## src/rtl/core/efp_pkg.sv

```systemverilog
`timescale 1ns / 1ps

package efp_pkg;

    // Framing bytes
    localparam logic [7:0] START_BYTE = 8'hBE;
    localparam logic [7:0] END_BYTE   = 8'hEF;
    localparam logic [7:0] ESC_BYTE   = 8'hAB;

    // Command codes
    localparam logic [7:0] CODE_BCAST = 8'h01;
    localparam logic [7:0] CODE_RSSI  = 8'h03;

    // Record kinds
    localparam logic KIND_BCAST = 1'b0;
    localparam logic KIND_RSSI  = 1'b1;

    // Parser position within a frame
    typedef enum logic [8:0] {
        MODE_HUNT    = 9'b000000001,
        MODE_CMD     = 9'b000000010,
        MODE_B_DEST  = 9'b000000100,
        MODE_B_UID   = 9'b000001000,
        MODE_B_CNT   = 9'b000010000,
        MODE_B_DELAY = 9'b000100000,
        MODE_R_DEST  = 9'b001000000,
        MODE_R_UID   = 9'b010000000,
        MODE_END     = 9'b100000000
    } parse_mode_t;

    // Input item
    typedef struct packed {
        logic [7:0] rx_byte;
    } rx_item_t;

    // Result item
    typedef struct packed {
        logic       command_kind;
        logic [7:0] dest_id;
        logic [7:0] beacon_uid;
        logic [7:0] burst_count;
        logic [7:0] burst_delay_ms;
    } cmd_item_t;

    // Parser result handed to the output stage
    typedef struct packed {
        logic      emit;
        cmd_item_t item;
    } parse_result_t;

endpackage

```

## src/rtl/core/efp_out_stage.sv

```systemverilog
`timescale 1ns / 1ps

module efp_out_stage
    import efp_pkg::*;
(
    input  logic          clk,
    input  logic          rst_n,
    input  logic          load,
    input  parse_result_t result,
    input  logic          out_ready,
    output logic          out_valid,
    output cmd_item_t     out_item,
    output logic          can_load
);

    logic      valid_reg, valid_next;
    cmd_item_t item_reg;

    // Room for a new record when empty or draining this cycle
    assign can_load = !valid_reg || out_ready;

    always_comb
    begin
        valid_next = valid_reg;
        if (load && result.emit)
            valid_next = 1'b1;
        else if (out_ready)
            valid_next = 1'b0;
    end

    always_ff @(posedge clk or negedge rst_n)
    begin
        if (!rst_n)
            valid_reg <= 1'b0;
        else
            valid_reg <= valid_next;
    end

    // Capture the record payload
    always_ff @(posedge clk)
    begin
        if (load && result.emit)
            item_reg <= result.item;
    end

    assign out_valid = valid_reg;
    assign out_item  = item_reg;

endmodule

```

## config.mk

```make
export PLATFORM = sky130hd
export DESIGN_NAME = efp_out_stage
export DESIGN_NICKNAME = d
export VERILOG_FILES = /design/src/rtl/core/efp_pkg.sv /design/src/rtl/core/efp_out_stage.sv
export SDC_FILE = /design/constraint.sdc
export NUM_CORES = 1
export LEC_CHECK = 0
export BUFFER_PORTS_ARGS = -buffer_cell sky130_fd_sc_hd__buf_2
export CAP_MARGIN = 20
export CORE_ASPECT_RATIO = 1.5
export CORE_UTILIZATION = 35
export DETAILED_ROUTE_END_ITERATION = 10
export GPL_TIMING_DRIVEN = 0
export PLACE_DENSITY = 0.73
export SETUP_SLACK_MARGIN = 0.3
export SYNTH_ARGS = -nofsm -noshare
export SYNTH_HDL_FRONTEND = slang
export SYNTH_SLANG_ARGS = --single-unit
export TNS_END_PERCENT = 20
```

## constraint.sdc

```tcl
create_clock -name clk -period 0.8 [get_ports clk]
set_input_delay 0.04 -clock clk [delete_from_list [all_inputs] [get_ports clk]]
set_output_delay 0.04 -clock clk [all_outputs]
set_load 0.05 [all_outputs]
```

==> flow_summary.ini <==
[outcome]
run_status = complete, but fails checks
failed_checks = hold timing, setup timing

[worst_setup_path]
end_kind = primary output
endpoint = can_load
cp_max_fo = 2
worstPathArrival_ns = 0.92
ff2ff_path_depth = 3
worstReg2RegEnd = out_valid
regToRegSetupSlack_ns = 0.04
start_kind = flip-flop
worstSetupStartpoint = out_valid
path_class = flip-flop to primary output
rr_startpoint = out_valid
crit_required_ns = 0.76

[min_path]
hold_path.class = input port to flip-flop

[drt]
drtIter0Drc = 9
firstDrtPassIters = 4
drtAntennaViolNets = 0
wirelength_um = 2200
vias = 679
vias_per_cell = 4.27
avgRoutedWirePerCell_um = 13.8
drc = 0

[global_routing]
grtUsageTotal = 0.149
antenna_found_initial = 0
grt.overflow.total = 0
grt_first_pass_wirelength_um = 3110
grt_max_degree = 34
grt_pass1_vias = 717

[clocking]
cts.htree.levels = 2
cts-root-buf = clkbuf_8
cts.clk_slew.worst_paths_ns = 0.07
cts.path.max_buffers = 2
postCtsHoldBufs = 1
clock-sinks = 34
cts-buffers-inserted = 5
cts_tree = built
clkLatencyLatePin_ns = 0.27

[placement]
numPortBuffers = 72
dp_cells = 147
place.gp.congestion = 0.684

[timing]
clock_skew_ns = 0
min_period_over_period = 1.20
rsz0062_at_grt = true
whs_ns = -0.0664
layout_setup_ws_ns = -0.163
finalSetupViolations = 35
drv_slew = 0
max-slew-margin-rel = 0.777
worstMarginPinSlew_ns = 0.334
fmax_mhz = 1040
hold_viol = 34
finalCriticalPeriod_ns = 0.963

[die]
start_util = 0.378
die_w_um = 46.6
core_um2 = 2760
ios = 73
rows = 23
die_h_um = 68.9
die_area_um2 = 3210

[power]
pwr-share-seq = 0.479
p_clk_frac = 0.331
power_mw = 4.49
ir_drop_mv = 1.29
p_sw_mw = 1.15
p_leak_nw = 0.773
p_int_mw = 3.34
powerDensity_nw_per_um2 = 2410
p_sw_frac = 0.256
p_comb_frac = 0.191

[logic_synthesis]
yosysTopAreaCellShare = 0.950
muxShareOfSynthArea = 0
synthCells = 38
yosys_register_bits = 34
synth-warning-count = 0
syn_area_per_cell_um2 = 27.5
synth_top_family_by_area = simple AND/OR/NAND/NOR gates
synth_adder_area_share = 0
yosysSeqAreaShare = 0.974
synth_cell_type_count = 6
syn_area_um2 = 1040
synth.net_count = 76
synth_area_leaders = edfxtp_1, dfrtp_1, nand2b_4
synth_top_area_cell = edfxtp_1
synthSimpleGateAreaFrac = 0.0228
synth_compound_area_frac = 0
synthXorXnorAreaFrac = 0

[cells_and_area]
finalNonFillerCells = 159
areaGrowthSynthToFinish_pct = 78.4
fin_nets = 159
final_common_cell = buf_2
drive_gt1_frac = 0.705
fill_cells = 200
mostFrequentLayoutCells = buf_2, edfxtp_1, buf_6
diodes = 0

[job]
cap_violations = 0
[cell type report]
type                       count  area (um^2)  area share
sequential                    34         1020       0.546
timing repair buffer          75          637       0.342
clock buffer                   7         76.3      0.0410
tap                           37         46.3      0.0249
multi-input combinational      3         40.0      0.0215
clock inverter                 1         30.0      0.0161
inverter                       1         7.51     0.00403
timing repair inverter         1         7.51     0.00403
[kinds of logic (layout without fill, tap and decap cells)]
family | Yosys count | count (layout)
flip-flops | 34 | 34
AND/OR/NAND/NOR | 3 | 3
buffers and inverters | 1 | 85
[worst min path at each step]
stage / from / end / slack (ns) / depth (start not counted)
final: result[16] / out_item[16] / -0.07 / 1
after global routing: result[0] / out_item[0] / -0.08 / 1
after CTS: result[31] / out_item[31] / -0.08 / 1
after detailed placement: rst_n / out_valid / -0.18 / 1
after global placement: rst_n / out_valid / -0.19 / 1
after floorplan: rst_n / out_valid / -0.26 / 0
[worst max-delay path, stage by stage (launching register included)]
cell	delay, ns
dfrtp_2	0.42
nand2b_4	0.08
buf_8	0.14
[power by group through the flow]
stage	sequential [mW]	clock (mW)	combinational, mW
CTS	2.15	1.53	0.834
detailed placement	2.16	0	0.680
floorplan	2.58	0	0.0525
global placement	2.15	0	0.675
finish	2.15	1.48	0.857
global route	2.16	1.60	0.889
[synth_stat cells]
cell type and instances:
edfxtp_1 33, dfrtp_1 1, inv_1 1, nand2_1 1, nand2_2 1, nand2b_4 1
[sequential cells by signal, summed over array words and instances (netlist names)]
signal	cells
out_item	33
out_valid	1
[through the flow]
step | utilization | hold slack, ns | setup slack [ns] | setup TNS [ns] | area, um^2
after floorplan | - | -0.256 | -0.121 | -4.09 | 1060
after global placement | 0.533 | -0.185 | -0.416 | -13.71 | 1470
after detailed placement | 0.533 | -0.179 | -0.464 | -15.27 | 1470
after CTS | 0.660 | -0.0798 | -0.184 | -6.97 | 1820
after global routing | 0.674 | -0.0832 | -0.199 | -3.67 | 1860
final | 0.674 | -0.0664 | -0.163 | -2.43 | 1860
[layer usage]
metal / part of all wire / up-vias / GRT usage
met5: 0 / - / 0
met4: 0.037 / 0 / 0.0956
met3: 0.084 / 10 / 0.0755
li1: - / 311 / -
met2: 0.59 / 50 / 0.262
met1: 0.29 / 308 / 0.123
[what timing repair did]
action,CTS,global route
pin swaps,0,1
setup buffers,0,2
resized for setup,75,2
endpoints found under the setup margin,69,69
endpoints found under the hold margin,35,34
gates cloned,0,1
No activity file was read; power rests on OpenSTA's default activity.
