**config.mk**
```make
export PLATFORM = sky130hd
export DESIGN_NAME = efp_parser
export DESIGN_NICKNAME = d
export VERILOG_FILES = /design/src/rtl/core/efp_pkg.sv /design/src/rtl/core/efp_parser.sv
export SDC_FILE = /design/constraint.sdc
export NUM_CORES = 1
export LEC_CHECK = 0
export ABC_AREA = 1
export BUFFER_PORTS_ARGS = -buffer_cell sky130_fd_sc_hd__buf_2
export CORE_MARGIN = 3
export CORE_UTILIZATION = 40
export CTS_BUF_LIST = sky130_fd_sc_hd__clkbuf_16
export CTS_CLUSTER_DIAMETER = 100
export DETAILED_ROUTE_END_ITERATION = 8
export GPL_TIMING_DRIVEN = 0
export SYNTH_ARGS = -nofsm -noshare
export SYNTH_HDL_FRONTEND = slang
export SYNTH_SLANG_ARGS = --single-unit
```
**constraint.sdc**
```tcl
create_clock -name clk -period 1.7 [get_ports clk]
set_input_delay 0.17 -clock clk [delete_from_list [all_inputs] [get_ports clk]]
set_output_delay 0.17 -clock clk [all_outputs]
set_load 0.1 [all_outputs]
```
**src/rtl/core/efp_pkg.sv**
```systemverilog
`timescale 1ns / 1ps

package efp_pkg;

    // Framing bytes
    localparam logic [7:0] START_BYTE = 8'hBE;
    localparam logic [7:0] END_BYTE   = 8'hEF;
    localparam logic [7:0] ESC_BYTE   = 8'hAB;

    // Command codes
    localparam logic [7:0] CODE_BCAST = 8'h01;
    localparam logic [7:0] CODE_RSSI  = 8'h03;

    // Record kinds
    localparam logic KIND_BCAST = 1'b0;
    localparam logic KIND_RSSI  = 1'b1;

    // Parser position within a frame
    typedef enum logic [8:0] {
        MODE_HUNT    = 9'b000000001,
        MODE_CMD     = 9'b000000010,
        MODE_B_DEST  = 9'b000000100,
        MODE_B_UID   = 9'b000001000,
        MODE_B_CNT   = 9'b000010000,
        MODE_B_DELAY = 9'b000100000,
        MODE_R_DEST  = 9'b001000000,
        MODE_R_UID   = 9'b010000000,
        MODE_END     = 9'b100000000
    } parse_mode_t;

    // Input item
    typedef struct packed {
        logic [7:0] rx_byte;
    } rx_item_t;

    // Result item
    typedef struct packed {
        logic       command_kind;
        logic [7:0] dest_id;
        logic [7:0] beacon_uid;
        logic [7:0] burst_count;
        logic [7:0] burst_delay_ms;
    } cmd_item_t;

    // Parser result handed to the output stage
    typedef struct packed {
        logic      emit;
        cmd_item_t item;
    } parse_result_t;

endpackage

```
**src/rtl/core/efp_parser.sv**
```systemverilog
`timescale 1ns / 1ps

module efp_parser
    import efp_pkg::*;
(
    input  logic          clk,
    input  logic          rst_n,
    input  logic          accept,
    input  logic [7:0]    rx_byte,
    output parse_result_t result
);

    parse_mode_t mode_reg, mode_next;
    logic        esc_armed_reg, esc_armed_next;
    logic [7:0]  code_reg, code_next;
    logic [7:0]  bcast_dest_reg, bcast_dest_next;
    logic [7:0]  rssi_dest_reg, rssi_dest_next;
    logic [7:0]  uid_reg, uid_next;
    logic [7:0]  count_reg, count_next;
    logic [7:0]  delay_reg, delay_next;
    logic        field_pos;
    logic        take_lit;

    // A byte in a field position counts unless it opens an escape
    assign take_lit = !(esc_armed_reg && (rx_byte == ESC_BYTE));

    // Advance the frame state for the current byte
    always_comb
    begin
        mode_next       = mode_reg;
        esc_armed_next  = esc_armed_reg;
        code_next       = code_reg;
        bcast_dest_next = bcast_dest_reg;
        rssi_dest_next  = rssi_dest_reg;
        uid_next        = uid_reg;
        count_next      = count_reg;
        delay_next      = delay_reg;
        field_pos       = 1'b0;
        result.emit     = 1'b0;

        unique case (mode_reg)
            MODE_HUNT:
            begin
                mode_next      = (rx_byte == START_BYTE) ? MODE_CMD : MODE_HUNT;
                esc_armed_next = 1'b1;
            end
            MODE_CMD:
            begin
                field_pos = 1'b1;
                if (take_lit)
                begin
                    code_next = rx_byte;
                    if (rx_byte == CODE_BCAST)
                        mode_next = MODE_B_DEST;
                    else if (rx_byte == CODE_RSSI)
                        mode_next = MODE_R_DEST;
                    else
                        mode_next = MODE_HUNT;
                end
            end
            MODE_B_DEST:
            begin
                field_pos = 1'b1;
                if (take_lit)
                begin
                    bcast_dest_next = rx_byte;
                    mode_next       = MODE_B_UID;
                end
            end
            MODE_B_UID:
            begin
                field_pos = 1'b1;
                if (take_lit)
                begin
                    uid_next  = rx_byte;
                    mode_next = MODE_B_CNT;
                end
            end
            MODE_B_CNT:
            begin
                field_pos = 1'b1;
                if (take_lit)
                begin
                    count_next = rx_byte;
                    mode_next  = MODE_B_DELAY;
                end
            end
            MODE_B_DELAY:
            begin
                field_pos = 1'b1;
                if (take_lit)
                begin
                    delay_next = rx_byte;
                    mode_next  = MODE_END;
                end
            end
            MODE_R_DEST:
            begin
                field_pos = 1'b1;
                if (take_lit)
                begin
                    rssi_dest_next = rx_byte;
                    mode_next      = MODE_R_UID;
                end
            end
            MODE_R_UID:
            begin
                field_pos = 1'b1;
                if (take_lit)
                begin
                    uid_next  = rx_byte;
                    mode_next = MODE_END;
                end
            end
            MODE_END:
            begin
                // End byte is never escaped; anything else drops the frame
                mode_next   = MODE_HUNT;
                result.emit = (rx_byte == END_BYTE) &&
                              ((code_reg == CODE_BCAST) || (code_reg == CODE_RSSI));
            end
            default:
            begin
                mode_next = MODE_HUNT;
            end
        endcase

        // Disarm on an escape byte, rearm after the literal byte
        if (field_pos)
            esc_armed_next = !take_lit ? 1'b0 : 1'b1;

        // Build the record from the held fields
        result.item.command_kind   = (code_reg == CODE_RSSI) ? KIND_RSSI : KIND_BCAST;
        result.item.dest_id        = (code_reg == CODE_RSSI) ? rssi_dest_reg : bcast_dest_reg;
        result.item.beacon_uid     = uid_reg;
        result.item.burst_count    = count_reg;
        result.item.burst_delay_ms = delay_reg;
    end

    // Control state and held fields that have a defined reset
    always_ff @(posedge clk or negedge rst_n)
    begin
        if (!rst_n)
        begin
            mode_reg      <= MODE_HUNT;
            esc_armed_reg <= 1'b1;
            uid_reg       <= '0;
            count_reg     <= '0;
            delay_reg     <= '0;
        end
        else if (accept)
        begin
            mode_reg      <= mode_next;
            esc_armed_reg <= esc_armed_next;
            uid_reg       <= uid_next;
            count_reg     <= count_next;
            delay_reg     <= delay_next;
        end
    end

    // Fields written before any record reads them
    always_ff @(posedge clk)
    begin
        if (accept)
        begin
            code_reg       <= code_next;
            bcast_dest_reg <= bcast_dest_next;
            rssi_dest_reg  <= rssi_dest_next;
        end
    end

endmodule

```
==> impl_metrics.json <==
{
  "status": "finished with violations",
  "violations": "negative setup slack",
  "diodes": 0,
  "die_h_microns": 86.9,
  "maxCapViolCount": 0,
  "drt-total-wl_microns": 6430,
  "io_pins": 45,
  "row_count": 28,
  "cts_buffer_depth": 2,
  "die_width_microns": 86.9,
  "fin_crit_sh": 1.13,
  "fin_setup_tns_ns": -1.95,
  "mostFrequentLayoutCells": "84 x nand2_1, 34 x buf_2, 30 x dfrtp_1",
  "fp.coreArea_sq_mm": 0.00613,
  "leakagePower_nw": 1.77,
  "hold_viol": 0,
  "p_sw_frac": 0.228,
  "htreeDepth": 3,
  "ys_types": 24,
  "worst_slack_ns": -0.215,
  "slew_headroom": 0.489,
  "vias_per_cell": 5.03,
  "hpwl_microns": 4400,
  "grt_pass1_wl_microns": 10700,
  "largest_reg_flops": 9,
  "final_nets": 368,
  "maxSlewViolCount": 0,
  "vias": 2198,
  "finClkSkew_ns": 0.00400,
  "fill_cells": 554,
  "powerDensity_mw_per_mm2": 888,
  "worstSetupEndpointType": "output port",
  "clock-sinks": 58,
  "syn_to_final_growth_pct": 39.1,
  "cts_tree": "done",
  "root_buffer": "clkbuf_16",
  "drive_gt1_frac": 0.356,
  "synth_area_sq_mm": 0.00262,
  "grt_usage": 0.186,
  "ys_seq_area_frac": 0.601,
  "avgSynthCellArea_sq_um": 9.03,
  "insertion_delay_ns": 0.32,
  "ant_nets": 0,
  "antenna_found_initial": 0,
  "grt_pass1_vias": 2240,
  "drc": 0,
  "cts_inserted_buffers": 9,
  "seqPwrFrac": 0.460,
  "wl_per_cell_microns": 14.7,
  "crit_type": "register to output port",
  "drt_iter0_drc": 184,
  "start_util": 0.427,
  "worstMarginPinSlew_ns": 0.766,
  "yosysWarnings": 0,
  "hold_class": "primary input to register",
  "cp-start-kind": "register",
  "mappedNetlistNets": 301,
  "gr-total-overflow": 0,
  "fmax_ghz": 0.522,
  "comb_power_share": 0.048,
  "min_period_ns": 1.92,
  "port_buffers": 43,
  "die_area_sq_mm": 0.00755,
  "gp_congestion": 0.792,
  "pwr-share-clk": 0.492,
  "cp.arrival_ns": 1.75,
  "grt_max_degree": 35,
  "ys_ff_latch": 58,
  "path_clk_slew_ns": 0.05,
  "vdd_drop_max_mv": 0.528,
  "cp_max_fo": 9,
  "utilization": 0.594,
  "hold_ws_ns": 0.106,
  "finalSetupViolations": 10,
  "syn_inst": 290,
  "p_int_w": 0.00249,
  "dr.pass1.iters": 4,
  "worstPathRequired_ns": 1.53,
  "layout_commonest_cell": "nand2_1",
  "rsz0062_at_grt": "true",
  "p_sw_w": 0.000738
}
==> worst max-delay path, stage by stage (launching register included) <==
cell and delay (ns):
edfxtp_1 0.39, nor4_2 0.29, nand2_1 0.14, nor2_4 0.13
buf_12 0.14, nand2_1 0.09, nand2_4 0.07, buf_12 0.17
==> through the flow <==
stage / power [W] / area [sq um] / cells / setup slack [ns]
2_1_floorplan: 0.00159 / 2730 / 290 / -0.386
3_3_place_gp: 0.00165 / 3030 / 408 / -0.248
3_5_place_dp: 0.00166 / 3030 / 408 / -0.359
4_1_cts: 0.00328 / 3530 / 430 / -0.237
5_1_grt: 0.00336 / 3640 / 437 / -0.328
6_report: 0.00323 / 3640 / 437 / -0.215
==> power by group through the flow <==
stage | clock (W) | sequential [W] | combinational (W)
final | 0.00159 | 0.00149 | 0.000155
after global routing | 0.00170 | 0.00149 | 0.000175
after CTS | 0.00165 | 0.00149 | 0.000148
after detailed placement | 0 | 0.00151 | 0.000145
after global placement | 0 | 0.00151 | 0.000142
after floorplan | 0 | 0.00151 | 0.0000758
==> Yosys cell counts (all sizes together) <==
library cell    n  area share
nor2           30       0.052
a21oi           2      0.0038
buf             4       0.013
nor3b           1      0.0029
o22ai           1      0.0048
inv            29       0.042
o21ai          25       0.048
nor3            7       0.013
nor4            4      0.0096
nand3          16       0.034
dfstp           2       0.020
nand2         110        0.17
nand4           3      0.0072
edfxtp         24        0.28
dfrtp          32        0.31
==> path summary, 6_finish.rpt <==
check	end	cells past startpoint	start	slack [ns]
worst max-delay path	result[29]	7	code_reg[5]	-0.22
worst min-delay path	code_reg[4]	1	rx_byte[4]	0.11
min in group asynchronous	mode_reg[1]	2	rst_n	0.46
max in group asynchronous	mode_reg[2]	2	rst_n	0.71
worst max register to register	count_reg[7]	10	mode_reg[2]	0.09
worst min register to register	esc_armed_reg	2	esc_armed_reg	0.48
==> metal layers <==
metal  vias up  part of all wire  global-route usage
li1       1084                 -                   -
met1      1047              0.46               0.255
met2        56              0.47               0.278
met3        11             0.047              0.0378
met4         0             0.020              0.0963
met5         -                 0                   0
==> final cells by class <==
type | instances | area, sq um | area share
inverter | 29 | 109 | 0.0299
clock buffer | 9 | 225 | 0.0618
sequential | 58 | 1580 | 0.433
clock inverter | 7 | 43.8 | 0.0120
tap | 75 | 93.8 | 0.0258
multi-input combinational | 200 | 1100 | 0.301
timing repair buffer | 55 | 462 | 0.127
buffer | 4 | 35.0 | 0.00962
==> repair_timing <==
action	CTS	global route
gates resized for setup	44	23
cloned	0	1
pin swaps	5	8
setup endpoints to repair	26	41
hold buffers	1	0
buffers inserted	5	6
hold endpoints to repair	32	0
==> logic make-up (layout without fill, tap and decap cells) <==
group,count (synthesis),in the layout,synth area share
AOI/OAI and AO/OA,28,28,0.0564
DFF,58,58,0.601
buffers and inverters,33,104,0.0550
and+or+nand+nor,171,172,0.287
Note: power is estimated with default switching activity, not from simulation.
